**config.mk**
```make
export PLATFORM = sky130hd
export DESIGN_NAME = url_name_extract_unit
export DESIGN_NICKNAME = d
export VERILOG_FILES = /design/src/rtl/une_pkg.sv /design/src/rtl/une_ctrl.sv /design/src/rtl/une_datapath.sv /design/src/rtl/url_name_extract_unit.sv
export SDC_FILE = /design/constraint.sdc
export NUM_CORES = 1
export LEC_CHECK = 0
export BUFFER_PORTS_ARGS = -buffer_cell sky130_fd_sc_hd__buf_2
export CORE_AREA = 5 5 235 237
export CTS_CLUSTER_DIAMETER = 40
export DETAILED_ROUTE_END_ITERATION = 10
export DIE_AREA = 0 0 240 242
export GPL_TIMING_DRIVEN = 0
export HOLD_SLACK_MARGIN = 0.03
export PLACE_DENSITY = 0.69
export SLEW_MARGIN = 20
export SYNTH_ARGS = -nofsm -noshare
export SYNTH_HDL_FRONTEND = slang
export SYNTH_SLANG_ARGS = --single-unit
```
**constraint.sdc**
```tcl
create_clock -name i_clk -period 3.8 [get_ports i_clk]
set_input_delay 0.76 -clock i_clk [delete_from_list [all_inputs] [get_ports i_clk]]
set_output_delay 0.76 -clock i_clk [all_outputs]
set_load 0.01 [all_outputs]
```
**src/rtl/une_pkg.sv**
```systemverilog
// shared types, constants and helpers for the url name extract unit
package une_pkg;

    localparam int BUF_DEPTH_DEF = 64;

    localparam logic [7:0] CH_QUEST = 8'h3F;
    localparam logic [7:0] CH_HASH  = 8'h23;
    localparam logic [7:0] CH_SLASH = 8'h2F;
    localparam logic [7:0] CH_DOT   = 8'h2E;
    localparam logic [7:0] CH_PCT   = 8'h25;

    typedef enum logic [2:0] {
        ST_OK       = 3'd0,
        ST_NO_SLASH = 3'd1,
        ST_EMPTY    = 3'd2,
        ST_BAD_ESC  = 3'd3,
        ST_OVERFLOW = 3'd4
    } t_status;

    typedef struct packed {
        logic    load;
        logic    clear;
        logic    walk_start;
        logic    rd;
        logic    step;
        logic    emit;
        logic    err;
        t_status err_code;
    } t_cmd;

    typedef struct packed {
        logic ovf;
        logic no_slash;
        logic empty;
        logic at_stop;
        logic esc_busy;
        logic bad_hex;
        logic byte_done;
    } t_sts;

    function automatic logic is_hex(input logic [7:0] c);
        return (c >= 8'h30 && c <= 8'h39) || (c >= 8'h61 && c <= 8'h66) ||
               (c >= 8'h41 && c <= 8'h46);
    endfunction

    function automatic logic [3:0] hex_val(input logic [7:0] c);
        logic [7:0] v;
        v = 8'h00;
        if (c >= 8'h30 && c <= 8'h39) begin
            v = c - 8'h30;
        end else if (c >= 8'h61 && c <= 8'h66) begin
            v = c - 8'h57;
        end else if (c >= 8'h41 && c <= 8'h46) begin
            v = c - 8'h37;
        end
        return v[3:0];
    endfunction

endpackage

```
**src/rtl/une_ctrl.sv**
```systemverilog
// controller state machine: load, evaluate, escape check, decode and emit
module une_ctrl
    import une_pkg::*;
(
    input  logic i_clk,
    input  logic i_rst_n,
    input  logic i_url_valid,
    input  logic i_url_last,
    input  logic i_name_ready,
    input  t_sts i_sts,
    output t_cmd o_cmd,
    output logic o_url_ready,
    output logic o_name_valid
);

    typedef enum logic [2:0] {
        S_LOAD,
        S_EVAL,
        S_CRD,
        S_CDAT,
        S_ERD,
        S_EDAT,
        S_OUT,
        S_ERR
    } t_state;

    t_state r_state, n_state;
    logic   r_url_ready, n_url_ready;
    logic   r_name_valid, n_name_valid;

    always_comb begin
        n_state  = r_state;
        o_cmd    = '0;
        o_cmd.err_code = ST_OK;
        case (r_state)
            S_LOAD: begin
                if (i_url_valid) begin
                    o_cmd.load = 1'b1;
                    if (i_url_last) n_state = S_EVAL;
                end
            end
            S_EVAL: begin
                if (i_sts.ovf) begin
                    o_cmd.err = 1'b1;
                    o_cmd.err_code = ST_OVERFLOW;
                    n_state = S_ERR;
                end else if (i_sts.no_slash) begin
                    o_cmd.err = 1'b1;
                    o_cmd.err_code = ST_NO_SLASH;
                    n_state = S_ERR;
                end else if (i_sts.empty) begin
                    o_cmd.err = 1'b1;
                    o_cmd.err_code = ST_EMPTY;
                    n_state = S_ERR;
                end else begin
                    o_cmd.walk_start = 1'b1;
                    n_state = S_CRD;
                end
            end
            S_CRD: begin
                if (i_sts.at_stop) begin
                    if (i_sts.esc_busy) begin
                        o_cmd.err = 1'b1;
                        o_cmd.err_code = ST_BAD_ESC;
                        n_state = S_ERR;
                    end else begin
                        o_cmd.walk_start = 1'b1;
                        n_state = S_ERD;
                    end
                end else begin
                    o_cmd.rd = 1'b1;
                    n_state = S_CDAT;
                end
            end
            S_CDAT: begin
                if (i_sts.bad_hex) begin
                    o_cmd.err = 1'b1;
                    o_cmd.err_code = ST_BAD_ESC;
                    n_state = S_ERR;
                end else begin
                    o_cmd.step = 1'b1;
                    n_state = S_CRD;
                end
            end
            S_ERD: begin
                o_cmd.rd = 1'b1;
                n_state = S_EDAT;
            end
            S_EDAT: begin
                o_cmd.step = 1'b1;
                o_cmd.emit = 1'b1;
                n_state = i_sts.byte_done ? S_OUT : S_ERD;
            end
            S_OUT: begin
                if (i_name_ready) begin
                    if (i_sts.at_stop) begin
                        o_cmd.clear = 1'b1;
                        n_state = S_LOAD;
                    end else begin
                        n_state = S_ERD;
                    end
                end
            end
            S_ERR: begin
                if (i_name_ready) begin
                    o_cmd.clear = 1'b1;
                    n_state = S_LOAD;
                end
            end
            default: begin
                n_state = S_LOAD;
            end
        endcase
        n_url_ready  = (n_state == S_LOAD);
        n_name_valid = (n_state == S_OUT) || (n_state == S_ERR);
    end

    always_ff @(posedge i_clk) begin
        if (!i_rst_n) begin
            r_state      <= S_LOAD;
            r_url_ready  <= 1'b1;
            r_name_valid <= 1'b0;
        end else begin
            r_state      <= n_state;
            r_url_ready  <= n_url_ready;
            r_name_valid <= n_name_valid;
        end
    end

    assign o_url_ready  = r_url_ready;
    assign o_name_valid = r_name_valid;

endmodule

```
**src/rtl/une_datapath.sv**
```systemverilog
// datapath: text buffer, position tracking, escape walk and result register
module une_datapath
    import une_pkg::*;
#(
    parameter int BUF_DEPTH = BUF_DEPTH_DEF
) (
    input  logic       i_clk,
    input  logic       i_rst_n,
    input  t_cmd       i_cmd,
    input  logic [7:0] i_url_byte,
    output t_sts       o_sts,
    output logic [7:0] o_name_byte,
    output logic       o_name_last,
    output logic [2:0] o_status
);

    localparam int ADDR_W = (BUF_DEPTH > 1) ? $clog2(BUF_DEPTH) : 1;
    localparam int CNT_W  = $clog2(BUF_DEPTH + 1);

    typedef enum logic [1:0] {
        ESC_NONE,
        ESC_HI,
        ESC_LO
    } t_esc;

    logic [7:0]       r_mem [BUF_DEPTH];
    logic [CNT_W-1:0] r_wc;
    logic             r_cut_found;
    logic [CNT_W-1:0] r_cut_pos;
    logic [CNT_W-1:0] r_seg;
    logic [CNT_W-1:0] r_dot;
    logic             r_dot_seen;
    logic             r_ovf;
    logic [CNT_W-1:0] r_cur;
    t_esc             r_esc;
    logic [3:0]       r_acc;
    logic [7:0]       r_rd_data;
    logic [7:0]       r_name_byte;
    logic             r_name_last;
    t_status          r_status;

    logic [CNT_W-1:0] w_end;
    logic [CNT_W-1:0] w_stop;
    logic             w_full;
    logic             w_byte_done;

    assign w_end  = r_cut_found ? r_cut_pos : r_wc;
    assign w_stop = r_dot_seen ? r_dot : w_end;
    assign w_full = (r_wc == CNT_W'(BUF_DEPTH));
    assign w_byte_done = ((r_esc == ESC_NONE) && (r_rd_data != CH_PCT)) || (r_esc == ESC_LO);

    always_comb begin
        o_sts.ovf       = r_ovf;
        o_sts.no_slash  = (r_seg == '0);
        o_sts.empty     = (w_stop <= r_seg);
        o_sts.at_stop   = (r_cur == w_stop);
        o_sts.esc_busy  = (r_esc != ESC_NONE);
        o_sts.bad_hex   = (r_esc != ESC_NONE) && !is_hex(r_rd_data);
        o_sts.byte_done = w_byte_done;
    end

    // buffer
    always_ff @(posedge i_clk) begin
        if (i_cmd.load && !r_ovf && !w_full) begin
            r_mem[r_wc[ADDR_W-1:0]] <= i_url_byte;
        end
        if (i_cmd.rd) begin
            r_rd_data <= r_mem[r_cur[ADDR_W-1:0]];
        end
    end

    // tracking and walk control
    always_ff @(posedge i_clk) begin
        if (!i_rst_n || i_cmd.clear) begin
            r_wc        <= '0;
            r_cut_found <= 1'b0;
            r_cut_pos   <= '0;
            r_seg       <= '0;
            r_dot       <= '0;
            r_dot_seen  <= 1'b0;
            r_ovf       <= 1'b0;
            r_cur       <= '0;
            r_esc       <= ESC_NONE;
        end else begin
            if (i_cmd.load && !r_ovf) begin
                if (w_full) begin
                    r_ovf <= 1'b1;
                end else begin
                    r_wc <= r_wc + CNT_W'(1);
                    if (!r_cut_found) begin
                        if (i_url_byte == CH_QUEST || i_url_byte == CH_HASH) begin
                            r_cut_found <= 1'b1;
                            r_cut_pos   <= r_wc;
                        end else if (i_url_byte == CH_SLASH) begin
                            r_seg      <= r_wc + CNT_W'(1);
                            r_dot_seen <= 1'b0;
                        end else if (i_url_byte == CH_DOT) begin
                            r_dot      <= r_wc;
                            r_dot_seen <= 1'b1;
                        end
                    end
                end
            end
            if (i_cmd.walk_start) begin
                r_cur <= r_seg;
                r_esc <= ESC_NONE;
            end else if (i_cmd.rd) begin
                r_cur <= r_cur + CNT_W'(1);
            end
            if (i_cmd.step) begin
                case (r_esc)
                    ESC_NONE: r_esc <= (r_rd_data == CH_PCT) ? ESC_HI : ESC_NONE;
                    ESC_HI:   r_esc <= ESC_LO;
                    ESC_LO:   r_esc <= ESC_NONE;
                    default:  r_esc <= ESC_NONE;
                endcase
            end
        end
    end

    // decode and result register
    always_ff @(posedge i_clk) begin
        if (i_cmd.step && r_esc == ESC_HI) begin
            r_acc <= hex_val(r_rd_data);
        end
        if (i_cmd.err) begin
            r_name_byte <= 8'h00;
            r_name_last <= 1'b1;
            r_status    <= i_cmd.err_code;
        end else if (i_cmd.emit && w_byte_done) begin
            r_name_byte <= (r_esc == ESC_LO) ? {r_acc, hex_val(r_rd_data)} : r_rd_data;
            r_name_last <= (r_cur == w_stop);
            r_status    <= ST_OK;
        end
    end

    assign o_name_byte = r_name_byte;
    assign o_name_last = r_name_last;
    assign o_status    = r_status;

endmodule

```
**src/rtl/url_name_extract_unit.sv**
```systemverilog
// top level of the url name extract unit
// loading: one url byte per cycle, input held off from the last byte until the url is finished
// after the last byte: an evaluate state, then an escape check that reads each name byte in turn,
// then a decode pass that reads each raw name byte again and emits one result item per decoded byte
// an error item follows the evaluate state, or the escape check state in which the check fails
// synchronous active-low reset clears control and tracking; the text buffer is not cleared
module url_name_extract_unit
    import une_pkg::*;
#(
    parameter int BUF_DEPTH = BUF_DEPTH_DEF
) (
    input  logic       i_clk,
    input  logic       i_rst_n,
    input  logic       i_url_valid,
    output logic       o_url_ready,
    input  logic [7:0] i_url_byte,
    input  logic       i_url_last,
    output logic       o_name_valid,
    input  logic       i_name_ready,
    output logic [7:0] o_name_byte,
    output logic       o_name_last,
    output logic [2:0] o_status
);

    t_cmd w_cmd;
    t_sts w_sts;

    une_ctrl u_ctrl (
        .i_clk        (i_clk),
        .i_rst_n      (i_rst_n),
        .i_url_valid  (i_url_valid),
        .i_url_last   (i_url_last),
        .i_name_ready (i_name_ready),
        .i_sts        (w_sts),
        .o_cmd        (w_cmd),
        .o_url_ready  (o_url_ready),
        .o_name_valid (o_name_valid)
    );

    une_datapath #(
        .BUF_DEPTH (BUF_DEPTH)
    ) u_dp (
        .i_clk       (i_clk),
        .i_rst_n     (i_rst_n),
        .i_cmd       (w_cmd),
        .i_url_byte  (i_url_byte),
        .o_sts       (w_sts),
        .o_name_byte (o_name_byte),
        .o_name_last (o_name_last),
        .o_status    (o_status)
    );

endmodule

```
### After elaboration in Yosys (flattened, before gate mapping)

Memory sizes are Yosys's and may differ from the RTL's. A register that Yosys moved wholly into a read port is not among the register bits.
Index checks and enable logic that the tools add are counted.
W data, S select, Z words.

* word-level logic and storage cells: 143
* memories kept: 1
* input bits: 13
* RAM bits: 512
* bits in registers: 61

* magnitude comparators: 7
* add/sub/neg operators: 5
* bitwise operators: 4
* eq/ne operators: 19
* reductions and logical operators: 34
* muxes and demuxes: 57

Memory list
* u_dp.r_mem: words 64, bits a word 8, rd ports 1, clocked after Yosys merged registers in 1, wr ports 1, line une_datapath.sv:26 `logic [7:0] r_mem [BUF_DEPTH];`

Operators with widths (number)
* $eq A8 B6 Y1 const B: 5
* $mux W3: 12
* $mux W4: 9
* $mux W7: 4
* $pmux W3 S8: 1
* $mux W1: 20
* $eq A3 B3 Y1 const B: 6
* $ge A8 B7 Y1 const B: 2
* $le A8 B7 Y1 const B: 2
* $add A7 B1 Y7 const B: 2
* $pmux W4 S3: 1
* $reduce_and A5 Y1: 2
* $reduce_bool A2 Y1: 5
* $logic_and A1 B1 Y1: 9
* $ge A8 B6 Y1 const B: 1
* $le A8 B6 Y1 const B: 1
* $mux W2: 4
* $mux W8: 1
* $ne A8 B6 Y1 const B: 1
* $pmux W1 S2: 4
* $sub A4 B3 Y4 const B: 2
* $eq A7 B7 Y1: 1
* $eq A7 B7 Y1 const B: 1
* $le A7 B7 Y1: 1
* other kinds (15): 29

### Depth between registers and ports, before layout

* word-level depth: 10
* mapped depth: 13
* gate-level depth less buffers: 11

### Cells and area by module

From an unflattened synthesis, not the netlist that was laid out.

* cells, all modules: 1385
* area total of the unflattened synthesis: 23611.4 um^2

Modules (own cells, without submodules)
* une_datapath: times used 1, area an instance 23172.2 um^2, cells each 1326
* une_ctrl: times used 1, area an instance 439.2 um^2, cells each 59

### Worst setup path before layout

OpenSTA, ideal clock, no wires.

* path type: input port to flip-flop
* start: input port i_url_valid
* end: register u_dp.r_cut_pos[5]
* arrival time: 2670 ps
* path slack: 1011 ps
* stages: 7
* data required time: 3681 ps
* path buffers: 1
* cells stage by stage: or4b_4 > a211o_1 > buf_6 > or3_4 > nor3_4 > mux2i_1 > nor2_2

* cells in the longest elaborated chain, start to end: 4

Ends and longest elaborated chain
* from (decl): line url_name_extract_unit.sv:14 `input logic i_url_valid,`
* $mux W1: line une_ctrl.sv:37 `if (i_url_valid) begin`
* $mux W1: line une_ctrl.sv:35 `case (r_state)`
* $logic_and A1 B1 Y1: line une_datapath.sv:85 `if (i_cmd.load && !r_ovf) begin`
* $reduce_and A4 Y1 (no line)
* to (signal assigned): line une_datapath.sv:93 `r_cut_pos <= r_wc;`
* to (decl): line une_datapath.sv:29 `logic [CNT_W-1:0] r_cut_pos;`

Every way passes these cells.
A chain may end at the register's enable or synchronous reset.

### Worst setup path after layout

* start: register u_dp.r_cur[1]
* end: register u_dp.r_rd_data[3] (read register of u_dp.r_mem) (data pin)

* cells in the longest elaborated chain, start to end: 3

Ends and longest elaborated chain
* from (decl): line une_datapath.sv:34 `logic [CNT_W-1:0] r_cur;`
* from (signal assigned): line une_datapath.sv:105 `r_cur <= r_seg;`
* from (signal assigned): line une_datapath.sv:108 `r_cur <= r_cur + CNT_W'(1);`
* $eq A7 B7 Y1: line une_datapath.sv:56 `o_sts.at_stop = (r_cur == w_stop);`
* $mux W1: line une_ctrl.sv:61 `if (i_sts.at_stop) begin`
* $pmux W1 S2: line une_ctrl.sv:35
* to (decl): line une_datapath.sv:37 `logic [7:0] r_rd_data;`

Several ways; a longest one is shown, not always the timed one.

==> flow_metrics.env <==
export IMPL_routed_via_count=12308
export IMPL_critical_path_buf_inv_count=3
export IMPL_period_minus_slack_ns=3.76
export IMPL_critical_path_depth=6
export IMPL_setup_worst_path_end_class="register"
export IMPL_core_area_mm2=0.0531
export IMPL_layout_common_cells="sky130_fd_sc_hd__edfxtp_1, sky130_fd_sc_hd__mux4_2, sky130_fd_sc_hd__nor2_1"
export IMPL_rsz0062_at_grt="false"
export IMPL_critPathMaxFanout=10
export IMPL_floorplan_die_area_mm2=0.0581
export IMPL_ios=27
export IMPL_maxCapViolCount=0
export IMPL_ctsHoldBuffers=0
export IMPL_gpl_final_weighted_congestion=0.881
export IMPL_timing_setup_tns_ns=0
export IMPL_final_setup_violation_count=0
export IMPL_avgViaCountPerCell=5.85
export IMPL_synthesis_area_per_instance_um2=18.9
export IMPL_die_h_um=242
export IMPL_maximum_number_of_pins_on_one_net_before_global_route_repair=68
export IMPL_vdd_ir_drop_worst_v=0.000330
export IMPL_p_switching_w=0.00342
export IMPL_synth_seq_area_share_pct=71.8
export IMPL_path_delay_family="buffers and inverters"
export IMPL_crit_slowest_cell="sky130_fd_sc_hd__clkbuf_1"
export IMPL_power_frac_comb_pct=6.6
export IMPL_finalWirelength_um=52900
export IMPL_timing_final_ws_setup_ns=0.0399
export IMPL_postSynthNetCount=1269
export IMPL_netlist_top_cell_by_area="sky130_fd_sc_hd__edfxtp_1"
export IMPL_commonest_non_fill_non_tap_cell_in_the_layout="sky130_fd_sc_hd__edfxtp_1"
export IMPL_h_tree_depth=3
export IMPL_worst_setup_hold_path_clk_slew_ns=0.05
export IMPL_number_of_antenna_violations_at_the_first_check_in_global_routing=0
export IMPL_first_global_vias=12375
export IMPL_timing_worst_slew_pin_value_ns=1.05
export IMPL_critPathMaxStageDelay_ns=0.67
export IMPL_number_of_buffers_created_by_cts=77
export IMPL_hold_path_cell_count=2
export IMPL_post_synth_inst_count=1242
export IMPL_clock_tree_root_cell="sky130_fd_sc_hd__clkbuf_16"
export IMPL_synth_ff_type="sky130_fd_sc_hd__edfxtp_1"
export IMPL_crit_chain="clkbuf_1, clkbuf_1, clkbuf_1, mux4_2, mux4_2, mux4_2"
export IMPL_antenna_diode_count=0
export IMPL_netSwitchingFraction_pct=22.4
export IMPL_fmaxAchievable_ghz=0.266
export IMPL_timing_clock_skew_ns=0.0175
export IMPL_ff2ff_path_depth=6
export IMPL_min_period_over_period_pct=98.9
export IMPL_finalHoldViolCount=0
export IMPL_tritoncts="built"
export IMPL_ant_nets=0
export IMPL_mappedNetlistArea_mm2=0.0235
export IMPL_synth_yosys_warnings=0
export IMPL_cp_arrival_ns=4.09
export IMPL_preCtsSetupSlack_ns=0.00851
export IMPL_internal_power_w=0.0118
export IMPL_slew_limit_headroom_pct=30.3
export IMPL_initial_utilization_pct=44.3
export IMPL_clock_tree_buffer_depth=3
export IMPL_insertion_delay_ns=0.62
export IMPL_post_cts_buffers=0
export IMPL_status="finished clean"
export IMPL_yosysUniqueCellTypes=64
export IMPL_nets=1374
export IMPL_synth_top_cell_area_share_pct=67.3
export IMPL_power_total_w=0.0153
export IMPL_leakage_nw=8.47
export IMPL_clock_sinks=581
export IMPL_die_w_um=240
export IMPL_power_share_clock_pct=47.3
export IMPL_register_bit_count_reported_by_yosys=581
export IMPL_path_class="reg2reg"
export IMPL_wl_per_cell_um=25.2
export IMPL_final_layout_size_suffix_gt1_share_pct=26.7
export IMPL_rows=85
export IMPL_final_max_slew_viol_count=0
export IMPL_required_ns=4.13
export IMPL_io_buffers=26
export IMPL_power_density_mw_per_mm2=562
export IMPL_gr_util_all_layers_pct=18.3
export IMPL_holdCritPathClass="in2reg"
export IMPL_reg2reg_slack_ns=0.04
export IMPL_ys_async_sr_fraction_pct=0
export IMPL_global_route_overflow_total=0
export IMPL_final_hpwl_dp_um=33000
export IMPL_area_delta_synth_final_pct=15.4
export IMPL_synthTopCellsByArea="sky130_fd_sc_hd__edfxtp_1, sky130_fd_sc_hd__mux4_2, sky130_fd_sc_hd__dfxtp_1"
export IMPL_wire_length_of_the_first_global_routing_pass_um=79500
export IMPL_final_core_util_pct=51.2
export IMPL_drt_first_pass_iters=5
export IMPL_synth_edff_count=527
export IMPL_drtIter0Drc=1278
export IMPL_drt_drc_violations_left=0
export IMPL_launching_element_type_of_the_critical_path="register"
export IMPL_p_seq_share_pct=46.1
==> path summary, 6_finish.rpt <==
kind,to,startpoint
worst min-delay path,u_ctrl.r_state[0],i_rst_n
worst min register to register,u_dp.o_name_byte[0],u_dp.o_name_byte[0]
worst max-delay path,u_dp.r_rd_data[3],u_dp.r_cur[1]
worst max register to register,u_dp.r_rd_data[3],u_dp.r_cur[1]
==> state kept, by name, indices dropped and copies added (netlist names) <==
| name | cells |
|---|---|
| u_dp.r_wc | 7 |
| u_dp.r_ovf | 1 |
| u_dp.o_name_last | 1 |
| u_dp.r_rd_data | 8 |
| u_dp.r_mem | 512 |
| u_ctrl.o_url_ready | 1 |
| u_dp.r_cur | 7 |
| u_dp.o_status | 3 |
| u_dp.r_seg | 7 |
| u_dp.r_cut_pos | 7 |
| u_dp.o_name_byte | 8 |
| u_dp.r_esc | 2 |
| u_dp.r_dot_seen | 1 |
| u_dp.r_dot | 7 |
| u_ctrl.r_state | 3 |
| u_dp.r_acc | 4 |
| u_dp.r_cut_found | 1 |
| u_ctrl.o_name_valid | 1 |
==> final cells by class <==
class | count | area (um^2)
Clock inverter | 50 | 606
Timing Repair Buffer | 26 | 150
Multi-Input combinational cell | 568 | 6230
Tap cell | 696 | 871
Clock buffer | 89 | 1980
Inverter | 24 | 90.1
Sequential cell | 581 | 16900
Buffer | 69 | 312
Fill cell | 4137 | 25900
==> kinds of logic (layout without fill, tap and decap cells) <==
family | after synthesis | in the layout | share of synthesized area, %
DFF | 581 | 581 | 71.8
and+or+nand+nor | 257 | 257 | 5.32
muxes | 192 | 192 | 17.1
buffers and inverters | 93 | 258 | 1.66
AOI/OAI and AO/OA | 91 | 91 | 2.78
adders and majority gates | 14 | 14 | 0.744
xor gates and xnor gates | 14 | 14 | 0.521
==> power by group through the flow <==
stage               logic, W  clock network, W  registers (W)
floorplan           0.000613                 0        0.00717
global placement    0.000993                 0        0.00717
detailed placement   0.00101                 0        0.00718
CTS                  0.00101           0.00732        0.00704
global route         0.00107           0.00762        0.00704
finish               0.00101           0.00721        0.00704
==> stage by stage <==
step | instances | hold WS, ns | instance area (um^2)
3_5_place_dp | 1964 | 0.443 | 24500
6_report | 2103 | 0.438 | 27100
2_1_floorplan | 1242 | 0.464 | 23500
4_1_cts | 2103 | 0.410 | 27100
5_1_grt | 2103 | 0.440 | 27100
3_3_place_gp | 1964 | 0.442 | 24500
==> timing repair <==
item	in CTS	in global routing
cloned	0	0
resized for setup	1	12
setup endpoints to repair	1	8
==> per-layer routing <==
| metal | vias up | global-route usage, % | part of all wire (%) |
|---|---|---|---|
| met5 | - | 0 | 0 |
| met4 | 0 | 5.84 | 3.1 |
| met3 | 94 | 4.84 | 8.4 |
| met2 | 522 | 28.4 | 48 |
| met1 | 6416 | 25.6 | 41 |
| li1 | 5276 | - | - |
==> synth_stat cells, types with 2 or more instances <==
library cell               count
sky130_fd_sc_hd__edfxtp_1    527
sky130_fd_sc_hd__mux4_2      168
sky130_fd_sc_hd__nor2_1      117
sky130_fd_sc_hd__dfxtp_1      54
sky130_fd_sc_hd__nand2_1      44
sky130_fd_sc_hd__clkbuf_1     38
sky130_fd_sc_hd__buf_2        25
sky130_fd_sc_hd__inv_1        24
sky130_fd_sc_hd__mux2i_1      22
sky130_fd_sc_hd__a21oi_1      17
sky130_fd_sc_hd__ha_1         14
sky130_fd_sc_hd__nor2_2       14
sky130_fd_sc_hd__nor2b_1      13
sky130_fd_sc_hd__nor3_1       12
sky130_fd_sc_hd__o21ai_0      12
sky130_fd_sc_hd__xnor2_1      12
sky130_fd_sc_hd__a211o_1       9
sky130_fd_sc_hd__nand3_1       9
sky130_fd_sc_hd__nand4_1       9
sky130_fd_sc_hd__a211oi_1      8
sky130_fd_sc_hd__a31oi_1       6
sky130_fd_sc_hd__o211ai_1      6
sky130_fd_sc_hd__nand2b_1      5
sky130_fd_sc_hd__nor4_1        5
sky130_fd_sc_hd__a311oi_1      4
sky130_fd_sc_hd__buf_1         4
sky130_fd_sc_hd__o221ai_1      4
sky130_fd_sc_hd__or4_1         4
sky130_fd_sc_hd__and2_1        3
sky130_fd_sc_hd__nand3b_1      3
sky130_fd_sc_hd__nor3b_1       3
sky130_fd_sc_hd__o21bai_1      3
sky130_fd_sc_hd__o31ai_1       3
sky130_fd_sc_hd__o41ai_1       3
sky130_fd_sc_hd__or2_2         3
sky130_fd_sc_hd__a41oi_1       2
sky130_fd_sc_hd__nor3_4        2
sky130_fd_sc_hd__o22ai_1       2
sky130_fd_sc_hd__o311a_1       2
sky130_fd_sc_hd__or3_1         2
sky130_fd_sc_hd__xor2_1        2
Note: power is estimated with default switching activity, not from simulation.
